## src/rtl/tcf_pkg.sv

```systemverilog
package tcf_pkg;

    // field widths
    localparam int IN_W       = 16;
    localparam int DT_W       = 20;
    localparam int WGT_W      = 17;
    localparam int TILT_W     = 19;
    localparam int ACC_W      = 17;
    localparam int RATE_W     = 17;
    localparam int INC_W      = 18;
    localparam int CFG_DATA_W = 20;
    localparam int CFG_IDX_W  = 2;

    // angle format
    localparam int ANGLE_FRAC_BITS = 8;
    localparam int Q16_TO_OUT      = 16 - ANGLE_FRAC_BITS;
    localparam int ROUND_HALF      = 1 << (Q16_TO_OUT - 1);
    localparam int ANG_LIM         = 180 << ANGLE_FRAC_BITS;
    localparam int ACC_HI          = (ANG_LIM < 65535) ? ANG_LIM : 65535;
    localparam int ACC_LO          = (-ANG_LIM > -65536) ? -ANG_LIM : -65536;

    // cordic
    localparam int CORDIC_STEPS    = 16;
    localparam int CORDIC_CNT_W    = $clog2(CORDIC_STEPS);
    localparam int ATAN_LEN        = 24;
    localparam int ATAN_IDX_W      = $clog2(ATAN_LEN);
    localparam int CORDIC_PRESCALE = 14;
    localparam int CORDIC_XY_W     = 32;
    localparam int CORDIC_Z_W      = 25;
    localparam int ROT90_Q16       = 90 * 65536;

    // serial divider
    localparam int DEN_W     = 20;
    localparam int DIV_QW    = (ANGLE_FRAC_BITS > 8) ? ANGLE_FRAC_BITS + 9 : 17;
    localparam int DIV_W     = DEN_W + DIV_QW;
    localparam int DIV_CNT_W = $clog2(DIV_QW);
    localparam int RATE_DEN  = 131;
    localparam int RATE_HALF = RATE_DEN / 2;
    localparam int INC_DEN   = 1000000;
    localparam int INC_HALF  = INC_DEN / 2;
    localparam int INC_PROD_W = RATE_W + DT_W;

    // limits and weights
    localparam int RATE_POS_MAX = 65535;
    localparam int RATE_NEG_MAG = 65536;
    localparam int ONE_Q16      = 65536;
    localparam int BLEND_W      = 38;
    localparam int BLEND_RND    = 32768;
    localparam int TILT_MAX     = 262143;
    localparam int TILT_MIN     = -262144;

    // register reset values
    localparam int GYRO_OFFSET_RST = -59;
    localparam int GYRO_WEIGHT_RST = 64225;
    localparam int DT_MIN_RST      = 1000;
    localparam int DT_MAX_RST      = 50000;

    typedef enum logic [CFG_IDX_W-1:0] {
        REG_GYRO_OFFSET = 2'd0,
        REG_GYRO_WEIGHT = 2'd1,
        REG_DT_MIN      = 2'd2,
        REG_DT_MAX      = 2'd3
    } cfg_reg_t;

    typedef struct packed {
        logic             start;
        logic [DIV_W-1:0] num;
        logic [DEN_W-1:0] den;
    } div_req_t;

    typedef struct packed {
        logic              busy;
        logic [DIV_QW-1:0] quo;
    } div_rsp_t;

    typedef struct packed {
        logic                   start;
        logic signed [IN_W-1:0] ax;
        logic signed [IN_W-1:0] az;
    } cordic_req_t;

    typedef struct packed {
        logic                    busy;
        logic signed [ACC_W-1:0] angle;
    } cordic_rsp_t;

    // atan(2^-i) in 1/65536 degree
    function automatic logic signed [CORDIC_Z_W-1:0] atan_q16(input logic [ATAN_IDX_W-1:0] idx);
        logic signed [CORDIC_Z_W-1:0] v;
        case (idx)
            5'd0:    v = 25'sd2949120;
            5'd1:    v = 25'sd1740967;
            5'd2:    v = 25'sd919879;
            5'd3:    v = 25'sd466945;
            5'd4:    v = 25'sd234379;
            5'd5:    v = 25'sd117304;
            5'd6:    v = 25'sd58666;
            5'd7:    v = 25'sd29335;
            5'd8:    v = 25'sd14668;
            5'd9:    v = 25'sd7334;
            5'd10:   v = 25'sd3667;
            5'd11:   v = 25'sd1833;
            5'd12:   v = 25'sd917;
            5'd13:   v = 25'sd458;
            5'd14:   v = 25'sd229;
            5'd15:   v = 25'sd115;
            5'd16:   v = 25'sd57;
            5'd17:   v = 25'sd29;
            5'd18:   v = 25'sd14;
            5'd19:   v = 25'sd7;
            5'd20:   v = 25'sd4;
            5'd21:   v = 25'sd2;
            5'd22:   v = 25'sd1;
            default: v = 25'sd0;
        endcase
        return v;
    endfunction

endpackage

```

## src/rtl/tcf_div.sv

```systemverilog
module tcf_div (
    input  logic              clk,
    input  logic              rst_n,
    input  tcf_pkg::div_req_t req,
    output tcf_pkg::div_rsp_t rsp
);

    logic                              busy_reg, busy_next;
    logic [tcf_pkg::DIV_CNT_W-1:0]     cnt_reg, cnt_next;
    logic [tcf_pkg::DIV_W-1:0]         rem_reg, rem_next;
    logic [tcf_pkg::DIV_W-1:0]         dsh_reg, dsh_next;
    logic [tcf_pkg::DIV_QW-1:0]        quo_reg, quo_next;
    logic                              ge;

    // restoring division, one quotient bit per cycle, msb first
    always_comb
    begin
        busy_next = busy_reg;
        cnt_next  = cnt_reg;
        rem_next  = rem_reg;
        dsh_next  = dsh_reg;
        quo_next  = quo_reg;
        ge        = (rem_reg >= dsh_reg);
        if (req.start)
        begin
            busy_next = 1'b1;
            cnt_next  = tcf_pkg::DIV_CNT_W'(tcf_pkg::DIV_QW - 1);
            rem_next  = req.num;
            dsh_next  = tcf_pkg::DIV_W'(req.den) << (tcf_pkg::DIV_QW - 1);
            quo_next  = '0;
        end
        else if (busy_reg)
        begin
            if (ge)
            begin
                rem_next = rem_reg - dsh_reg;
            end
            quo_next = {quo_reg[tcf_pkg::DIV_QW-2:0], ge};
            dsh_next = dsh_reg >> 1;
            if (cnt_reg == '0)
            begin
                busy_next = 1'b0;
            end
            else
            begin
                cnt_next = cnt_reg - 1'b1;
            end
        end
    end

    always_ff @(posedge clk or negedge rst_n)
    begin
        if (!rst_n)
        begin
            busy_reg <= 1'b0;
            cnt_reg  <= '0;
        end
        else
        begin
            busy_reg <= busy_next;
            cnt_reg  <= cnt_next;
        end
    end

    always_ff @(posedge clk)
    begin
        rem_reg <= rem_next;
        dsh_reg <= dsh_next;
        quo_reg <= quo_next;
    end

    assign rsp.busy = busy_reg;
    assign rsp.quo  = quo_reg;

endmodule

```

## config.mk

```make
export PLATFORM = sky130hd
export DESIGN_NAME = tcf_div
export DESIGN_NICKNAME = d
export VERILOG_FILES = /design/src/rtl/tcf_pkg.sv /design/src/rtl/tcf_div.sv
export SDC_FILE = /design/constraint.sdc
export NUM_CORES = 1
export LEC_CHECK = 0
export BUFFER_PORTS_ARGS = -buffer_cell sky130_fd_sc_hd__buf_2
export CAP_MARGIN = 10
export CORE_ASPECT_RATIO = 1.75
export CORE_MARGIN = 2
export CORE_UTILIZATION = 40
export CTS_CLUSTER_DIAMETER = 150
export DETAILED_ROUTE_END_ITERATION = 7
export PLACE_DENSITY = 0.72
export SYNTH_ARGS = -nofsm -noshare
export SYNTH_HDL_FRONTEND = slang
export SYNTH_SLANG_ARGS = --single-unit
export TNS_END_PERCENT = 100
```

## constraint.sdc

```tcl
create_clock -name clk -period 3 [get_ports clk]
set_input_delay 0.6 -clock clk [delete_from_list [all_inputs] [get_ports clk]]
set_output_delay 0.6 -clock clk [all_outputs]
set_load 0.05 [all_outputs]
```

== Yosys cells after proc, flatten, opt, wreduce, memory -nomap -nowiden ==
Index checks and enable logic that the tools add are counted.
Storage, ports and cells
  register bits after elaboration: 96
  latch bits: 0
  bits in writable memories: 0
  ROM bits: 0
  input port bits: 60
  output and inout port bits: 18
  logic and storage cells: 26
  memories kept: 0
Cells by class
  add/sub/neg operators: 2
  multiply operators: 0
  div/mod/pow operators: 0
  order comparisons: 1
  equality and inequality tests: 1
  shifts and indexed selects: 0
  muxes and demuxes: 11
  bitwise gates (word level): 0
  reduce and logical (&&, ||, !) cells: 5
Operators with widths (number)
  37-bit two-way mux: 3
  36-bit two-way mux: 2
  37-bit by 36-bit >= comparator with 1-bit output: 1
  37-bit by 36-bit subtractor with 37-bit output: 1
  5-bit two-way mux: 3
  5-bit logical NOT: 1
  5-bit by 1-bit subtractor with 5-bit output, second input constant: 1
  2-bit AND reduction: 2
  2-bit nonzero test: 2
  1-bit two-way mux: 3
  2-bit != test, second input constant: 1

== Logic depth before layout (Yosys ltp) ==
  depth in word-level cells: 4
  gate-level depth with buffers: 10
  gate-level depth less buffers: 10

== Worst setup path before layout ==
No wires, ideal clock.
  kind: register to register
  from: register dsh_reg[1] (netlist bit)
  to: register rem_reg[0] (netlist bit) (enable)
  library setup time: 0.402 ns
  data arrival time: 2.937 ns
  required time: 2.598 ns
  setup slack: -0.339 ns
  stages on the path, launching flop included: 10
  buffers on the path: 0
  clock period less this slack: 3.339 ns
  cell sequence: dfxtp_1 > inv_1 > ha_1 > and2b_1 > o2111ai_1 > a211o_1 > nand3_2 > a31oi_4 > o41ai_1 > a311o_1
On the way
  cells in the longest elaborated chain, start to end: 3
Ends and longest elaborated chain
  start: declaration: line tcf_div.sv:11  | logic [tcf_pkg::DIV_W-1:0] dsh_reg, dsh_next;
  start signal: assignment: line tcf_div.sv:68  | dsh_reg <= dsh_next;
  37-bit by 36-bit >= comparator with 1-bit output: line tcf_div.sv:23  | ge = (rem_reg >= dsh_reg);
  2-bit nonzero test (no source line)
  2-bit AND reduction (no source line)
  end signal: assignment: line tcf_div.sv:67  | rem_reg <= rem_next;
  end: declaration: line tcf_div.sv:10  | logic [tcf_pkg::DIV_W-1:0] rem_reg, rem_next;
Every way passes these cells.
A chain may end at the register's enable or synchronous reset.

== Final worst setup path ==
  from: register rem_reg[16] (netlist bit)
  to: register rem_reg[18] (netlist bit) (enable)
On the way
  cells in the longest elaborated chain, start to end: 3
Ends and longest elaborated chain (line)
  37-bit by 36-bit >= comparator with 1-bit output: tcf_div.sv:23
  2-bit nonzero test (no source line)
  2-bit AND reduction (no source line)
Every way passes these cells.

==> results.txt <==
DRC violations left = 0
slew margin rel. = 0.419
worst hold margin = 62.3 ps
total CTS buffers = 9
routed length per instance = 16.0 um
Synth Cell Area = 6500 sq um
Total Power = 0.00807 W
fin nets = 883
Seq pwr share = 0.266
Congestion Overflow GR = 0
largest net degree at the start of global routing = 56
cell taking the most area after synthesis = edfxtp_1
Setup TNS = 0 ps
vias = 5,373
Setup crit end kind = flip-flop
post-synth cell types = 81
Synth Net Count = 816
YS warnings = 0
CP delay by family, top = compound AO/OA/AOI/OAI gates
switch share = 0.440
via density per instance = 5.49
Post-DRT Antenna Nets = 0
Final Max Tran Viols = 0
DRT iter0 DRCs = 213
Final setup viols = 0
port bufs = 77
Detailed Route WL = 15,700 um
GP Congestion = 0.933
NetSw = 0.00355 W
Total GRT Usage = 0.187
Combinational Power Share = 0.592
Peak VDD IR = 0.395 mV
# rows = 61
Hold Crit Class = input port to asynchronous set/reset pin
initial antenna violation count = 0
P_int = 0.00452 W
post-layout util = 0.462
final worst-path cycle share = 0.946
Die W = 100 um
Worst-Skew Late Latency = 350 ps
register area share after synthesis = 0.388
max_cap viols = 0
root buffer cell = clkbuf_16
fmax = 352 MHz
Worst-Margin Slew = 871 ps
number of gates resized after CTS = 0
dpl hpwl = 12,100 um
unrepaired setup endpoints after global routing = no
Slowest cell on crit path = a311o_2
number of global-route vias before repair = 5,642
Die ar. = 17,300 sq um
asr flop ratio synth = 0.0625
Worst path max stage delay = 450 ps
clk buf depth = 2
required time worst endpoint = 3100 ps
flops & latches, synth = 96
Syn Inst Count = 717
worst path arrival time = 2940 ps
first-pass GRT wire length = 25,900 um
Synth Flop Type = edfxtp_1
TritonCTS clock tree = done
CP Max Fanout = 22
Layout area overhead = 12.8%
drt first pass iters = 4
crit-path cells = ha_1, a21oi_1, o211ai_1, a21oi_1, nor3_2, a31oi_4, o41ai_2, a311o_2, buf_12
PD cells = 1100 nW/um^2
postcts setup bufs = 0
Sink Count = 96
status = finished, final reports clean
Final Hold Fails = 0
Reg2Reg Setup Slack = 160 ps
Synth area leaders = edfxtp_1, dfxtp_1, ha_1
register area = 2520 sq um
clock period minus worst slack = 2840 ps
Buf+Inv Stages, Crit Path = 1
Largest register FFs = 37
Critical Setup Path Class = flip-flop to flip-flop
Post-synth EDFFs = 57
Chip Height = 173 um
Clock power frac = 0.141
Starting Density = 0.410
share of the synthesized area in the top cell type = 0.263
cell mode on critical path = a21oi_1
kind of start point of the critical path = flip-flop
I/O pin count = 78
cts hold-fix bufs = 0
area of the multi-input gates = 3520 sq um
core area = 15,900 sq um
Clk pin slew, worst setup/hold paths = 70 ps
Pleak = 3.28 nW
Avg Cell Area, Syn = 9.07 sq um
Antenna Cells = 0
worst clock skew = 12.9 ps
fill cell count = 1,587
H-tree levels = 3
share of cells above drive strength 1 = 0.186
## cells in the mapped netlist, types with 6 or more instances
| library cell | n |
|---|---|
| clkbuf_8 | 6 |
| o21bai_1 | 7 |
| nand3_1 | 7 |
| xnor2_1 | 18 |
| inv_1 | 51 |
| dfxtp_1 | 33 |
| edfxtp_1 | 57 |
| clkbuf_1 | 22 |
| a21o_1 | 12 |
| ha_1 | 38 |
| a21oi_1 | 41 |
| nand4_1 | 17 |
| nor2_1 | 58 |
| buf_4 | 6 |
| xor2_1 | 11 |
| mux2i_1 | 35 |
| dfrtp_1 | 6 |
| o21a_1 | 12 |
| o21ai_0 | 67 |
| nand2_1 | 102 |
| o211ai_1 | 7 |
## layout by cell type, fill, tap and decap left out, types with 3 or more instances in the layout
master / synthesis / layout
o21bai_1: 7 / 7
o21a_1: 12 / 12
edfxtp_1: 57 / 57
mux2i_1: 35 / 35
buf_4: 6 / 18
xor2_1: 11 / 11
clkinv_4: 0 / 4
a31oi_1: 5 / 5
nand4_1: 17 / 17
buf_2: 0 / 76
a21oi_1: 41 / 41
o31ai_1: 3 / 3
nand2_1: 102 / 102
ha_1: 38 / 38
a21o_1: 12 / 12
o21ai_1: 4 / 4
nor2b_1: 3 / 3
mux2_2: 4 / 4
or3_1: 4 / 4
nor3b_1: 3 / 3
nor2_1: 58 / 58
o21ai_0: 67 / 67
or4b_1: 3 / 3
nor3_1: 5 / 5
or2_2: 5 / 5
nand3_1: 7 / 7
dfrtp_1: 6 / 5
dfxtp_1: 33 / 33
clkbuf_16: 0 / 10
xnor2_1: 18 / 18
nor4_1: 4 / 4
inv_1: 51 / 51
a211oi_1: 4 / 4
o211ai_1: 7 / 7
## routing by layer
layer	wire length [um]	vias up	part of all wire	global-route usage
li1	-	2688	-	-
met1	6060	2526	0.39	0.194
met2	8580	125	0.55	0.358
met3	453	34	0.029	0.0238
met4	555	0	0.035	0.0862
met5	0	-	0	0
## path summary, 6_finish.rpt
check	from	end	cells past startpoint
worst max-delay path	rem_reg[16]	rem_reg[18]	9
worst min-delay path	rst_n	busy_reg	1
worst max register to register	rem_reg[16]	rem_reg[18]	9
worst min register to register	quo_reg[16]	quo_reg[16]	2
max in group asynchronous	rst_n	busy_reg	1
min in group clk	quo_reg[16]	quo_reg[16]	2
## final cells by class
class	count	area share
multi-input combinational	530	0.481
clock buffer	10	0.0341
tap	189	0.0322
clock inverter	6	0.00700
timing repair buffer	96	0.0758
sequential	96	0.344
inverter	51	0.0261
## power groups by stage
stage,clock network [W],registers [W],logic (W)
after floorplan,0,0.00214,0.00373
after global placement,0,0.00216,0.00466
after detailed placement,0,0.00217,0.00470
after CTS,0.00117,0.00215,0.00474
after global routing,0.00120,0.00219,0.00527
final,0.00114,0.00215,0.00478
## metrics by stage
step           std cells  instance area [sq um]  setup slack (ps)
6_report             978                   7330               161
3_3_place_gp         962                   7020               165
5_1_grt              978                   7330              1.30
3_5_place_dp         962                   7020              99.4
4_1_cts              978                   7330              84.9
2_1_floorplan        717                   6500               137
## kinds of logic (layout without fill, tap and decap cells)
| group | count (synthesis) | count (layout) | share of synthesized area |
|---|---|---|---|
| adders and majority gates | 39 | 39 | 0.0762 |
| and+or+nand+nor | 231 | 231 | 0.171 |
| buffers and inverters | 91 | 163 | 0.0716 |
| xor gates and xnor gates | 29 | 29 | 0.0391 |
| muxes | 39 | 39 | 0.0608 |
| AOI/OAI and AO/OA | 192 | 192 | 0.194 |
| DFF | 96 | 96 | 0.388 |
Note: power is estimated with default switching activity, not from simulation.
